## src/rtl/dduq_pkg.sv

```systemverilog
`timescale 1ns / 1ps
// ---------------------------------------------------------------------------
// dduq_pkg
// shared types for the deduplicating deque: request kinds, result codes,
// controller states and the command and status groups between the units
// ---------------------------------------------------------------------------
package dduq_pkg;

  // request kind carried on the input tuser
  typedef enum logic [2:0] {
    KIND_PUSH_FRONT = 3'd0,
    KIND_PUSH_BACK  = 3'd1,
    KIND_SEARCH     = 3'd2,
    KIND_DUMP_FWD   = 3'd3,
    KIND_DUMP_REV   = 3'd4
  } kind_e;

  // result code carried on the output tuser
  typedef enum logic [2:0] {
    ST_INSERTED  = 3'd0,
    ST_DUPLICATE = 3'd1,
    ST_FULL      = 3'd2,
    ST_FOUND     = 3'd3,
    ST_NOT_FOUND = 3'd4,
    ST_ELEMENT   = 3'd5,
    ST_EMPTY     = 3'd6
  } status_e;

  // controller states
  typedef enum logic [1:0] {
    S_IDLE,
    S_SCAN,
    S_DUMP,
    S_WRITE
  } state_e;

  // controller to datapath
  typedef struct packed {
    logic    cap;      // capture request, restart walk
    logic    issue;    // read next element, advance walk index
    logic    consume;  // pending read data has been used
    logic    load;     // load result word into output register
    status_e res;      // result code of loaded word
    logic    wr;       // insert captured value
  } dduq_cmd_t;

  // datapath to controller
  typedef struct packed {
    kind_e kind;      // captured request kind
    logic  hit;       // pending read equals captured value
    logic  more;      // elements left to read
    logic  rd_pend;   // read data waiting
    logic  full;      // store is full
    logic  cnt_zero;  // store is empty
    logic  out_free;  // output register can take a word
  } dduq_sts_t;

endpackage

```

## src/rtl/dedup_deque_with_search_unit.sv

```systemverilog
`timescale 1ns / 1ps
// ---------------------------------------------------------------------------
// dedup_deque_with_search_unit
// deduplicating double-ended queue of signed 32-bit values with search
// ---------------------------------------------------------------------------
// Keeps up to DEPTH distinct values in a circular slot ram. Push-front and
// push-back walk the stored values first and answer duplicate on a match,
// full when the store is full, else inserted. Search answers found with the
// position from the front, or not found. Dumps stream every element front to
// back or back to front with tlast on the final word; an empty store dumps
// one empty word. One request is worked at a time. After the accepting cycle
// a push or search stays busy while it walks the stored values (a push that
// inserts also in a write state) and a dump while it streams them, plus any
// output stall. The single read port of the slot ram sets the pace of the
// walk: it delivers one element per cycle, held during a dump while the
// output stalls, each in the cycle after its address, and a scan decides only
// after its last element has been compared. The finished word sits in an
// output register, so the next request is taken while it waits.
// ---------------------------------------------------------------------------
module dedup_deque_with_search_unit #(
  parameter int DEPTH = 16
) (
  input  logic        clk_i,
  input  logic        rst_ni,
  input  logic        s_axis_tvalid,
  output logic        s_axis_tready,
  input  logic [31:0] s_axis_tdata,   // [31:0] value
  input  logic [2:0]  s_axis_tuser,   // [2:0] kind
  output logic        m_axis_tvalid,
  input  logic        m_axis_tready,
  output logic [39:0] m_axis_tdata,   // [31:0] item_value, [35:32] position
  output logic [2:0]  m_axis_tuser,   // [2:0] status
  output logic        m_axis_tlast
);

  dduq_pkg::dduq_cmd_t cmd;
  dduq_pkg::dduq_sts_t sts;
  logic [31:0]         out_value;
  logic [3:0]          out_pos;

  // sequencer
  dduq_ctrl u_ctrl (
    .clk_i      (clk_i),
    .rst_ni     (rst_ni),
    .in_valid_i (s_axis_tvalid),
    .in_kind_i  (s_axis_tuser),
    .in_ready_o (s_axis_tready),
    .sts_i      (sts),
    .cmd_o      (cmd)
  );

  // store and result path
  dduq_dpath #(
    .DEPTH (DEPTH)
  ) u_dpath (
    .clk_i        (clk_i),
    .rst_ni       (rst_ni),
    .in_kind_i    (s_axis_tuser),
    .in_value_i   (s_axis_tdata),
    .cmd_i        (cmd),
    .sts_o        (sts),
    .out_valid_o  (m_axis_tvalid),
    .out_ready_i  (m_axis_tready),
    .out_status_o (m_axis_tuser),
    .out_value_o  (out_value),
    .out_pos_o    (out_pos),
    .out_last_o   (m_axis_tlast)
  );

  // pack output word
  assign m_axis_tdata = {4'b0000, out_pos, out_value};

endmodule

```

## src/rtl/dduq_ram.sv

```systemverilog
`timescale 1ns / 1ps
// ---------------------------------------------------------------------------
// dduq_ram
// generic single write port, single read port ram with registered read
// ---------------------------------------------------------------------------
module dduq_ram #(
  parameter int WIDTH = 32,
  parameter int DEPTH = 16
) (
  input  logic                     clk_i,
  input  logic                     we_i,
  input  logic [$clog2(DEPTH)-1:0] waddr_i,
  input  logic [WIDTH-1:0]         wdata_i,
  input  logic                     re_i,
  input  logic [$clog2(DEPTH)-1:0] raddr_i,
  output logic [WIDTH-1:0]         rdata_o
);

  logic [WIDTH-1:0] mem_q [DEPTH];
  logic [WIDTH-1:0] rdata_q;

  // write port
  always_ff @(posedge clk_i) begin
    if (we_i) begin
      mem_q[waddr_i] <= wdata_i;
    end
  end

  // registered read, holds when not enabled
  always_ff @(posedge clk_i) begin
    if (re_i) begin
      rdata_q <= mem_q[raddr_i];
    end
  end

  assign rdata_o = rdata_q;

endmodule

```

## src/rtl/dduq_ctrl.sv

```systemverilog
`timescale 1ns / 1ps
// ---------------------------------------------------------------------------
// dduq_ctrl
// request sequencer: accepts a word, walks the store for scans and dumps,
// decides the result and triggers insertion
// ---------------------------------------------------------------------------
module dduq_ctrl (
  input  logic               clk_i,
  input  logic               rst_ni,
  input  logic               in_valid_i,
  input  logic [2:0]         in_kind_i,
  output logic               in_ready_o,
  input  dduq_pkg::dduq_sts_t sts_i,
  output dduq_pkg::dduq_cmd_t cmd_o
);

  dduq_pkg::state_e state_q, state_d;
  logic             in_acc;
  logic             is_push;
  logic             miss_done;

  assign in_ready_o = (state_q == dduq_pkg::S_IDLE);
  assign in_acc     = in_valid_i && in_ready_o;
  assign is_push    = (sts_i.kind == dduq_pkg::KIND_PUSH_FRONT) ||
                      (sts_i.kind == dduq_pkg::KIND_PUSH_BACK);
  assign miss_done  = !sts_i.more && !sts_i.rd_pend;

  // state register
  always_ff @(posedge clk_i or negedge rst_ni) begin
    if (!rst_ni) begin
      state_q <= dduq_pkg::S_IDLE;
    end else begin
      state_q <= state_d;
    end
  end

  // next state
  always_comb begin
    state_d = state_q;
    case (state_q)
      dduq_pkg::S_IDLE: begin
        if (in_acc) begin
          case (dduq_pkg::kind_e'(in_kind_i))
            dduq_pkg::KIND_PUSH_FRONT,
            dduq_pkg::KIND_PUSH_BACK,
            dduq_pkg::KIND_SEARCH:   state_d = dduq_pkg::S_SCAN;
            dduq_pkg::KIND_DUMP_FWD,
            dduq_pkg::KIND_DUMP_REV: state_d = dduq_pkg::S_DUMP;
            default:                 state_d = dduq_pkg::S_IDLE;
          endcase
        end
      end
      dduq_pkg::S_SCAN: begin
        if (sts_i.hit) begin
          if (sts_i.out_free) state_d = dduq_pkg::S_IDLE;
        end else if (miss_done) begin
          if (is_push && !sts_i.full) begin
            state_d = dduq_pkg::S_WRITE;
          end else if (sts_i.out_free) begin
            state_d = dduq_pkg::S_IDLE;
          end
        end
      end
      dduq_pkg::S_DUMP: begin
        if (sts_i.cnt_zero) begin
          if (sts_i.out_free) state_d = dduq_pkg::S_IDLE;
        end else if (!sts_i.more) begin
          if (!sts_i.rd_pend || sts_i.out_free) state_d = dduq_pkg::S_IDLE;
        end
      end
      dduq_pkg::S_WRITE: begin
        if (sts_i.out_free) state_d = dduq_pkg::S_IDLE;
      end
      default: state_d = dduq_pkg::S_IDLE;
    endcase
  end

  // commands
  always_comb begin
    cmd_o     = '0;
    cmd_o.res = dduq_pkg::ST_INSERTED;
    case (state_q)
      dduq_pkg::S_IDLE: begin
        cmd_o.cap = in_acc;
      end
      dduq_pkg::S_SCAN: begin
        if (sts_i.hit) begin
          // equal value found, walk stops here
          cmd_o.load = sts_i.out_free;
          cmd_o.res  = is_push ? dduq_pkg::ST_DUPLICATE : dduq_pkg::ST_FOUND;
        end else if (miss_done) begin
          if (!is_push) begin
            cmd_o.load = sts_i.out_free;
            cmd_o.res  = dduq_pkg::ST_NOT_FOUND;
          end else if (sts_i.full) begin
            cmd_o.load = sts_i.out_free;
            cmd_o.res  = dduq_pkg::ST_FULL;
          end
        end else begin
          // keep the read pipe full, drop mismatches
          cmd_o.issue   = sts_i.more;
          cmd_o.consume = sts_i.rd_pend;
        end
      end
      dduq_pkg::S_DUMP: begin
        if (sts_i.cnt_zero) begin
          cmd_o.load = sts_i.out_free;
          cmd_o.res  = dduq_pkg::ST_EMPTY;
        end else if (!sts_i.rd_pend || sts_i.out_free) begin
          cmd_o.load    = sts_i.rd_pend;
          cmd_o.consume = sts_i.rd_pend;
          cmd_o.res     = dduq_pkg::ST_ELEMENT;
          cmd_o.issue   = sts_i.more;
        end
      end
      dduq_pkg::S_WRITE: begin
        cmd_o.wr   = sts_i.out_free;
        cmd_o.load = sts_i.out_free;
        cmd_o.res  = dduq_pkg::ST_INSERTED;
      end
      default: cmd_o = '0;
    endcase
  end

endmodule

```

## src/rtl/dduq_dpath.sv

```systemverilog
`timescale 1ns / 1ps
// ---------------------------------------------------------------------------
// dduq_dpath
// deque datapath: front pointer, element count, walk index, slot ram,
// compare and output register
// ---------------------------------------------------------------------------
module dduq_dpath #(
  parameter int DEPTH = 16
) (
  input  logic                clk_i,
  input  logic                rst_ni,
  input  logic [2:0]          in_kind_i,
  input  logic [31:0]         in_value_i,
  input  dduq_pkg::dduq_cmd_t cmd_i,
  output dduq_pkg::dduq_sts_t sts_o,
  output logic                out_valid_o,
  input  logic                out_ready_i,
  output logic [2:0]          out_status_o,
  output logic [31:0]         out_value_o,
  output logic [3:0]          out_pos_o,
  output logic                out_last_o
);

  localparam int AW = $clog2(DEPTH);
  localparam int CW = $clog2(DEPTH + 1);

  dduq_pkg::kind_e kind_q;
  logic [31:0]     value_q;
  logic [AW-1:0]   front_q, front_d;
  logic [CW-1:0]   count_q, count_d;
  logic [CW-1:0]   idx_q, idx_d;
  logic [AW-1:0]   rd_pos_q, rd_pos_d;
  logic            rd_last_q, rd_last_d;
  logic            rd_pend_q, rd_pend_d;
  logic [AW-1:0]   logic_idx;
  logic [AW:0]     rd_sum;
  logic [AW-1:0]   rd_addr;
  logic [AW:0]     wb_sum;
  logic [AW-1:0]   front_dec;
  logic [AW-1:0]   wr_addr;
  logic [31:0]     rd_data;
  logic            out_vld_q, out_vld_d;
  logic [2:0]      out_st_q;
  logic [31:0]     out_val_q;
  logic [3:0]      out_pos_q;
  logic            out_last_q;
  logic            is_rev;

  // control registers
  always_ff @(posedge clk_i or negedge rst_ni) begin
    if (!rst_ni) begin
      front_q   <= '0;
      count_q   <= '0;
      idx_q     <= '0;
      rd_pend_q <= 1'b0;
      out_vld_q <= 1'b0;
    end else begin
      front_q   <= front_d;
      count_q   <= count_d;
      idx_q     <= idx_d;
      rd_pend_q <= rd_pend_d;
      out_vld_q <= out_vld_d;
    end
  end

  // request and walk payload
  always_ff @(posedge clk_i) begin
    if (cmd_i.cap) begin
      kind_q  <= dduq_pkg::kind_e'(in_kind_i);
      value_q <= in_value_i;
    end
    rd_pos_q  <= rd_pos_d;
    rd_last_q <= rd_last_d;
  end

  // logical index of next read, back to front for reverse dump
  assign is_rev    = (kind_q == dduq_pkg::KIND_DUMP_REV);
  assign logic_idx = is_rev ? AW'(count_q - idx_q - CW'(1)) : AW'(idx_q);

  // slot of a logical index, wrap by one compare and subtract
  assign rd_sum  = {1'b0, front_q} + {1'b0, logic_idx};
  assign rd_addr = (rd_sum >= (AW+1)'(DEPTH)) ? AW'(rd_sum - (AW+1)'(DEPTH))
                                              : AW'(rd_sum);

  // insertion slot
  assign front_dec = (front_q == '0) ? AW'(DEPTH - 1) : front_q - AW'(1);
  assign wb_sum    = {1'b0, front_q} + {1'b0, AW'(count_q)};
  always_comb begin
    if (kind_q == dduq_pkg::KIND_PUSH_FRONT) begin
      wr_addr = front_dec;
    end else if (wb_sum >= (AW+1)'(DEPTH)) begin
      wr_addr = AW'(wb_sum - (AW+1)'(DEPTH));
    end else begin
      wr_addr = AW'(wb_sum);
    end
  end

  // walk and pointer updates
  always_comb begin
    front_d   = front_q;
    count_d   = count_q;
    idx_d     = idx_q;
    rd_pos_d  = rd_pos_q;
    rd_last_d = rd_last_q;
    rd_pend_d = rd_pend_q;
    if (cmd_i.cap) begin
      idx_d     = '0;
      rd_pend_d = 1'b0;
    end else begin
      if (cmd_i.consume) rd_pend_d = 1'b0;
      if (cmd_i.issue) begin
        idx_d     = idx_q + CW'(1);
        rd_pos_d  = logic_idx;
        rd_last_d = (idx_q + CW'(1) == count_q);
        rd_pend_d = 1'b1;
      end
    end
    if (cmd_i.wr) begin
      count_d = count_q + CW'(1);
      if (kind_q == dduq_pkg::KIND_PUSH_FRONT) front_d = front_dec;
    end
  end

  dduq_ram #(
    .WIDTH (32),
    .DEPTH (DEPTH)
  ) u_slots (
    .clk_i   (clk_i),
    .we_i    (cmd_i.wr),
    .waddr_i (wr_addr),
    .wdata_i (value_q),
    .re_i    (cmd_i.issue),
    .raddr_i (rd_addr),
    .rdata_o (rd_data)
  );

  // status to controller
  assign sts_o.kind     = kind_q;
  assign sts_o.hit      = rd_pend_q && (rd_data == value_q);
  assign sts_o.more     = (idx_q < count_q);
  assign sts_o.rd_pend  = rd_pend_q;
  assign sts_o.full     = (count_q == CW'(DEPTH));
  assign sts_o.cnt_zero = (count_q == '0);
  assign sts_o.out_free = !out_vld_q || out_ready_i;

  // output register
  assign out_vld_d = cmd_i.load ? 1'b1 : (out_ready_i ? 1'b0 : out_vld_q);

  always_ff @(posedge clk_i) begin
    if (cmd_i.load) begin
      out_st_q <= cmd_i.res;
      case (cmd_i.res)
        dduq_pkg::ST_ELEMENT: begin
          out_val_q  <= rd_data;
          out_pos_q  <= 4'(rd_pos_q);
          out_last_q <= rd_last_q;
        end
        dduq_pkg::ST_FOUND: begin
          out_val_q  <= value_q;
          out_pos_q  <= 4'(rd_pos_q);
          out_last_q <= 1'b1;
        end
        dduq_pkg::ST_EMPTY: begin
          out_val_q  <= '0;
          out_pos_q  <= '0;
          out_last_q <= 1'b1;
        end
        default: begin
          out_val_q  <= value_q;
          out_pos_q  <= '0;
          out_last_q <= 1'b1;
        end
      endcase
    end
  end

  assign out_valid_o  = out_vld_q;
  assign out_status_o = out_st_q;
  assign out_value_o  = out_val_q;
  assign out_pos_o    = out_pos_q;
  assign out_last_o   = out_last_q;

endmodule

```

## config.mk

```make
export PLATFORM = sky130hd
export DESIGN_NAME = dedup_deque_with_search_unit
export DESIGN_NICKNAME = d
export VERILOG_FILES = /design/src/rtl/dduq_pkg.sv /design/src/rtl/dedup_deque_with_search_unit.sv /design/src/rtl/dduq_ram.sv /design/src/rtl/dduq_ctrl.sv /design/src/rtl/dduq_dpath.sv
export SDC_FILE = /design/constraint.sdc
export NUM_CORES = 1
export LEC_CHECK = 0
export BUFFER_PORTS_ARGS = -buffer_cell sky130_fd_sc_hd__buf_2
export CAP_MARGIN = 30
export CORE_MARGIN = 10
export CORE_UTILIZATION = 47
export DETAILED_ROUTE_END_ITERATION = 7
export RECOVER_POWER = 100
export SLEW_MARGIN = 10
export SYNTH_ARGS = -nofsm -noshare
export SYNTH_HDL_FRONTEND = slang
export SYNTH_SLANG_ARGS = --single-unit
```

## constraint.sdc

```tcl
create_clock -name clk_i -period 8.1 [get_ports clk_i]
set_input_delay 1.62 -clock clk_i [delete_from_list [all_inputs] [get_ports clk_i]]
set_output_delay 1.62 -clock clk_i [all_outputs]
set_load 0.05 [all_outputs]
```

=== Word-level counts from Yosys, hierarchy flattened ===
Memory sizes are Yosys's and may differ from the RTL's. A register that Yosys moved wholly into a read port is not among the register bits.
Cells that the tools add are included.

* Bits in registers: 98
* Memory bits (writable): 512
* Input port bits: 39
* Word-level logic and storage cells: 111
* Memories: 1

{| class="wikitable"
|+ Memory list
! memory !! depth !! width !! read ports !! clocked after memory_dff !! write ports !! RTL line !! source
|-
| u_dpath.u_slots.mem_q || 16 || 32 || 1 || 1 || 1 || dduq_ram.sv:19 || <nowiki>logic [WIDTH-1:0] mem_q [DEPTH];</nowiki>
|}

* $add $sub $neg: 9
* Magnitude comparators: 3
* Equality and inequality tests: 19
* Muxes and demuxes: 39
* Bitwise gates (word level): 1
* Reduce and logical (&&, ||, !) cells: 25

{| class="wikitable"
|+ Operator list
! operator !! number
|-
| one-hot mux 32 bit (2 select lines) || 1
|-
| two-way mux 4 bit || 10
|-
| equality test 32 bit || 1
|-
| two-way mux 2 bit || 12
|-
| subtractor 4 x 1 -> 4 bit, second input constant || 4
|-
| equality test 3 bit, second input constant || 4
|-
| one-hot mux 4 bit (3 select lines) || 1
|-
| adder 4 x 4 -> 5 bit || 2
|-
| adder 5 x 1 -> 5 bit, second input constant || 2
|-
| greater-or-equal comparator 5 bit, second input constant || 2
|-
| two-way mux 5 bit || 2
|-
| equality test 3 x 2 -> 1 bit, second input constant || 3
|-
| two-way mux 1 bit || 9
|-
| one-hot mux 2 bit (2 select lines) || 2
|-
| one-hot mux 2 bit (4 select lines) || 1
|-
| equality test 3 x 1 -> 1 bit, second input constant || 2
|-
| logical NOT 3 bit || 2
|-
| two-way mux 6 bit || 1
|-
| != test 3 x 2 -> 1 bit, second input constant || 2
|-
| equality test 5 bit || 1
|-
| equality test 5 bit, second input constant || 1
|-
| logical NOT 5 bit || 1
|-
| less-than comparator 5 bit || 1
|-
| equality test 2 bit, second input constant || 2
|-
| 16 further kinds || 27
|}

=== Longest topological paths before layout ===
* Depth after elaboration: 9
* Mapped depth: 13
* Depth with buffers taken out: 12

=== Cells and area by module ===
Synthesis repeated with hierarchy kept, for this count alone.

* Cells, all modules: 1,217
* Area total of the unflattened synthesis: 25,077.8 µm²

{| class="wikitable"
|+ Modules (own cells, without submodules)
! module !! instances !! cells each !! area an instance (µm²)
|-
| dduq_ram || 1 || 838 || 20,155.6
|-
| dduq_dpath || 1 || 320 || 4,510.6
|-
| dduq_ctrl || 1 || 54 || 377.9
|-
| dedup_deque_with_search_unit || 1 || 5 || 33.8
|}

=== Least setup slack after synthesis ===
Ideal clock, no wire load.

* Path kind: input to register
* Start: input port m_axis_tready
* End: register u_dpath.out_last_q, in the netlist u_dpath.out_last_o (enable)
* Setup time: 0.512 ns
* Arrival time: 4.839 ns
* Data required time: 7.588 ns
* Setup slack: 2.749 ns
* Stages on the path: 2
* Buffers on the path: 0
* Cell sequence: nor2b_1 > a311oi_1

{| class="wikitable"
|+ RTL lines
! item !! RTL line !! source
|-
| from (decl) || dedup_deque_with_search_unit.sv:30 || <nowiki>input logic m_axis_tready,</nowiki>
|-
| to (signal assigned) || dduq_dpath.sv:156 || <nowiki>out_last_q <= rd_last_q;</nowiki>
|-
| to (decl) || dduq_dpath.sv:46 || <nowiki>logic out_last_q;</nowiki>
|}

==> flow_metrics.py <==
metrics = {
    "layout": {
        "drive_gt1_share_pct": 18.8,
        "diodes": 0,
        "design_area_um2": 29600,
        "fillers": 4382,
        "area_delta_synth_final_pct": 12.0,
        "layout.nets": 1586,
    },
    "die": {
        "start_util_pct": 47.7,
        "die_y_um": 257,
        "die_area_um2": 66100,
        "core_um2": 55400,
        "rows": 86,
        "pin_count": 85,
        "die_w_um": 257,
    },
    "setup_path": {
        "path_cells": "buf_2 > nor2b_1 > nand2_1 > o21ai_0 > o21ai_0 > nand2b_2 > clkbuf_1 > inv_2 > nand2_1 > clkbuf_1 > o2111ai_1",
        "cpPeakStageDelay_ns": 1.56,
        "critical_path_peak_fanout": 33,
        "worst-path-buf-inv": 4,
        "critical_path_class": "input port to flip-flop",
        "cp_top_family": "buffers and inverters",
        "cp.required_ns": 8.38,
        "start_kind": "input port",
        "slowest_stage": "clkbuf_1",
        "arrival_ns": 6.31,
        "worstSetupEndpointType": "flip-flop",
    },
    "logic_synthesis": {
        "synthTopCellsByArea": "edfxtp_1, mux4_2, dfrtp_1, o2111ai_2, mux2i_1",
        "synth_cells": 1410,
        "synth_common_cells": "edfxtp_1, mux4_2, nand2_1, nand3_1, a21oi_1",
        "synthDistinctLibCells": 63,
        "syn_area_per_cell_um2": 18.8,
        "synthArstFlopShare_pct": 2.80,
        "yosysMostFrequentCell": "edfxtp_1",
        "ys_seq_area_share_pct": 72.6,
        "synth_top_area_cell": "edfxtp_1",
        "ys.warnings.count": 0,
        "syn-cell-area_um2": 26400,
        "ys_ff_latch": 642,
        "synth-main-ff-cell": "edfxtp_1",
        "synth_top_cell_area_share_pct": 70.9,
        "synth_edf_count": 624,
    },
    "global_routing": {
        "grt_pass1_vias": 13800,
        "grt_usage_pct": 19.1,
        "overflow": 0,
        "grt_max_degree": 72,
        "grt_pass1_wl_um": 93800,
        "antenna_found_initial": 1,
    },
    "detailed_routing": {
        "routed_wl_um": 62800,
        "viasPerCell": 5.81,
        "firstDrtPassIters": 5,
        "ant_nets": 0,
        "via_count": 13500,
        "post_drt_wl_per_cell_um": 27.0,
        "drt_iter0_markers": 1250,
        "drc_errors": 0,
    },
    "timing": {
        "worst_pin_slew_ns": 2.90,
        "finalCriticalPeriod_ns": 6.03,
        "drv_slew": 602,
        "grt_setup_unrepaired": "no",
        "tns_ns": 0,
        "fin_crit_sh_pct": 74.5,
        "fmax_mhz": 166,
        "clock_skew_ns": 0.0241,
        "relSlewSlack_pct": -93.6,
        "setup_viol": 0,
        "hold_violations": 0,
    },
    "status": {
        "failed_checks": "max-capacitance violations, max-slew violations",
        "status": "finished with violations",
    },
    "clock_network": {
        "clock_sinks": 642,
        "cts-root-buf": "clkbuf_16",
        "clkLatencyLatePin_ns": 0.60,
        "post_cts_buffers": 0,
        "holdBufCountCts": 0,
        "htreeDepth": 3,
        "clkTransAtPathRegs_ns": 0.06,
        "cts_buffers": 69,
        "cts_buffer_depth": 3,
        "tritoncts": "yes",
        "ctsResizeCount": 0,
    },
    "flow_run": {
        "max_cap_viol_count": 25,
    },
    "placed_design": {
        "hpwl_um": 35900,
        "gp_congestion": 0.808,
        "dpl_cell_area_um2": 27900,
        "port_buffers": 80,
    },
    "power_and_ir_drop": {
        "switching_power_uw": 3480,
        "combPwrFrac_pct": 31.6,
        "sequentialPowerShare_pct": 40.5,
        "vdd_ir_drop_max_mv": 0.265,
        "finalPower_uw": 10900,
        "p_sw_share_pct": 31.9,
        "power_leakage_uw": 0.00943,
        "p_per_area_nw_per_um2": 368,
        "clkPwrFrac_pct": 27.9,
        "internal-power_uw": 7420,
    },
    "min_path": {
        "min_path_type": "flip-flop to flip-flop",
    },
}
-- final timing paths --
path	slack [ns]	depth (start not counted)	end	start
worst max register to register	2.24	11	u_dpath.out_value_o[23]$_DFFE_PP_	u_dpath.count_q[2]$_DFFE_PN0P_
min in group asynchronous	1.22	1	u_dpath.front_q[1]$_DFFE_PN0P_	rst_ni
worst max-delay path	2.07	11	u_dpath.out_value_o[23]$_DFFE_PP_	m_axis_tready
worst min-delay path	0.57	1	u_dpath.out_last_o$_SDFFCE_PP1P_	u_dpath.rd_last_q$_DFFE_PP_
max in group asynchronous	6.21	1	u_dpath.rd_pend_q$_DFFE_PN0P_	rst_ni
worst min register to register	0.57	1	u_dpath.out_last_o$_SDFFCE_PP1P_	u_dpath.rd_last_q$_DFFE_PP_
-- power groups by stage --
stage	sequential (uW)	combinational, uW	clock (uW)
2_1_floorplan	4440	2590	0
5_1_grt	4460	3760	3240
4_1_cts	4410	3580	3110
3_5_place_dp	4470	3560	0
6_report	4410	3450	3040
3_3_place_gp	4460	3510	0
-- cells in the final DEF, fill, tap and decap left out, drive strengths merged, types with 2 or more instances in the layout --
cell      instances
nor4              9
nand3b            2
clkbuf          162
nor2b            34
o21ai            19
bufinv            4
edfxtp          624
clkinv           33
o31ai             7
a211oi           35
nand3            71
mux2i            36
xor2             38
fa                3
or3               2
xnor2            14
o2bb2ai           2
a21oi            45
conb              4
buf              38
nand2            96
inv              21
ha               22
nand2b            8
mux4            128
nor3b             5
o2111ai          32
mux2              2
dfrtp            18
nand4             4
nor2             31
and2              4
a21o              6
o21a              4
clkinvlp          2
-- through the flow --
| step | worst slack (ns) | std cells | hold slack, ns | utilization (%) |
|---|---|---|---|---|
| final | 2.07 | 2324 | 0.575 | 53.4 |
| after CTS | 3.51 | 2323 | 0.582 | 54.3 |
| after detailed placement | 3.49 | 2198 | 0.567 | 50.3 |
| after global placement | 3.54 | 2197 | 0.585 | 50.3 |
| after global routing | 1.82 | 2324 | 0.592 | 53.4 |
| after floorplan | 2.75 | 1413 | 0.486 | - |
-- final cells by class --
| type | instances | area (um^2) | share of cell area (%) |
|---|---|---|---|
| multi-input cells | 674 | 6660 | 22.5 |
| repair buffers | 115 | 563 | 1.90 |
| clock inverters | 40 | 319 | 1.08 |
| inverters | 20 | 75.1 | 0.254 |
| flip-flops and latches | 642 | 19200 | 64.8 |
| well taps | 748 | 936 | 3.16 |
| clock buffers | 85 | 1870 | 6.32 |
-- cell families after synthesis --
kind of cell / Yosys count / synth area share, %
XOR/XNOR: 52 / 1.78
buffers and inverters: 97 / 1.82
other: 1 / 0.0142
multiplexers: 166 / 12.3
AO/OA/AOI/OAI: 156 / 4.78
flip-flops: 642 / 72.6
adder cells (fa/ha/maj): 25 / 1.27
AND/OR/NAND/NOR: 271 / 5.42
-- routing by layer --
layer | wire [um] | vias to the layer above | share of wire [%] | global-route usage (%)
li1 | - | 5900 | - | -
met1 | 28000 | 7085 | 45 | 27.2
met2 | 29800 | 424 | 47 | 29.7
met3 | 3930 | 87 | 6.3 | 4.01
met4 | 1060 | 0 | 1.7 | 4.44
met5 | 0 | - | 0 | 0
-- registers in the layout, indices dropped and copies added (netlist names), 5 cells and up --
signal and count:
u_dpath.u_slots.mem_q 512, u_dpath.out_value_o 32, u_dpath.u_slots.rdata_o 32, u_dpath.value_q 32, u_dpath.count_q 5, u_dpath.idx_q 5
Note: power is estimated with default switching activity, not from simulation.
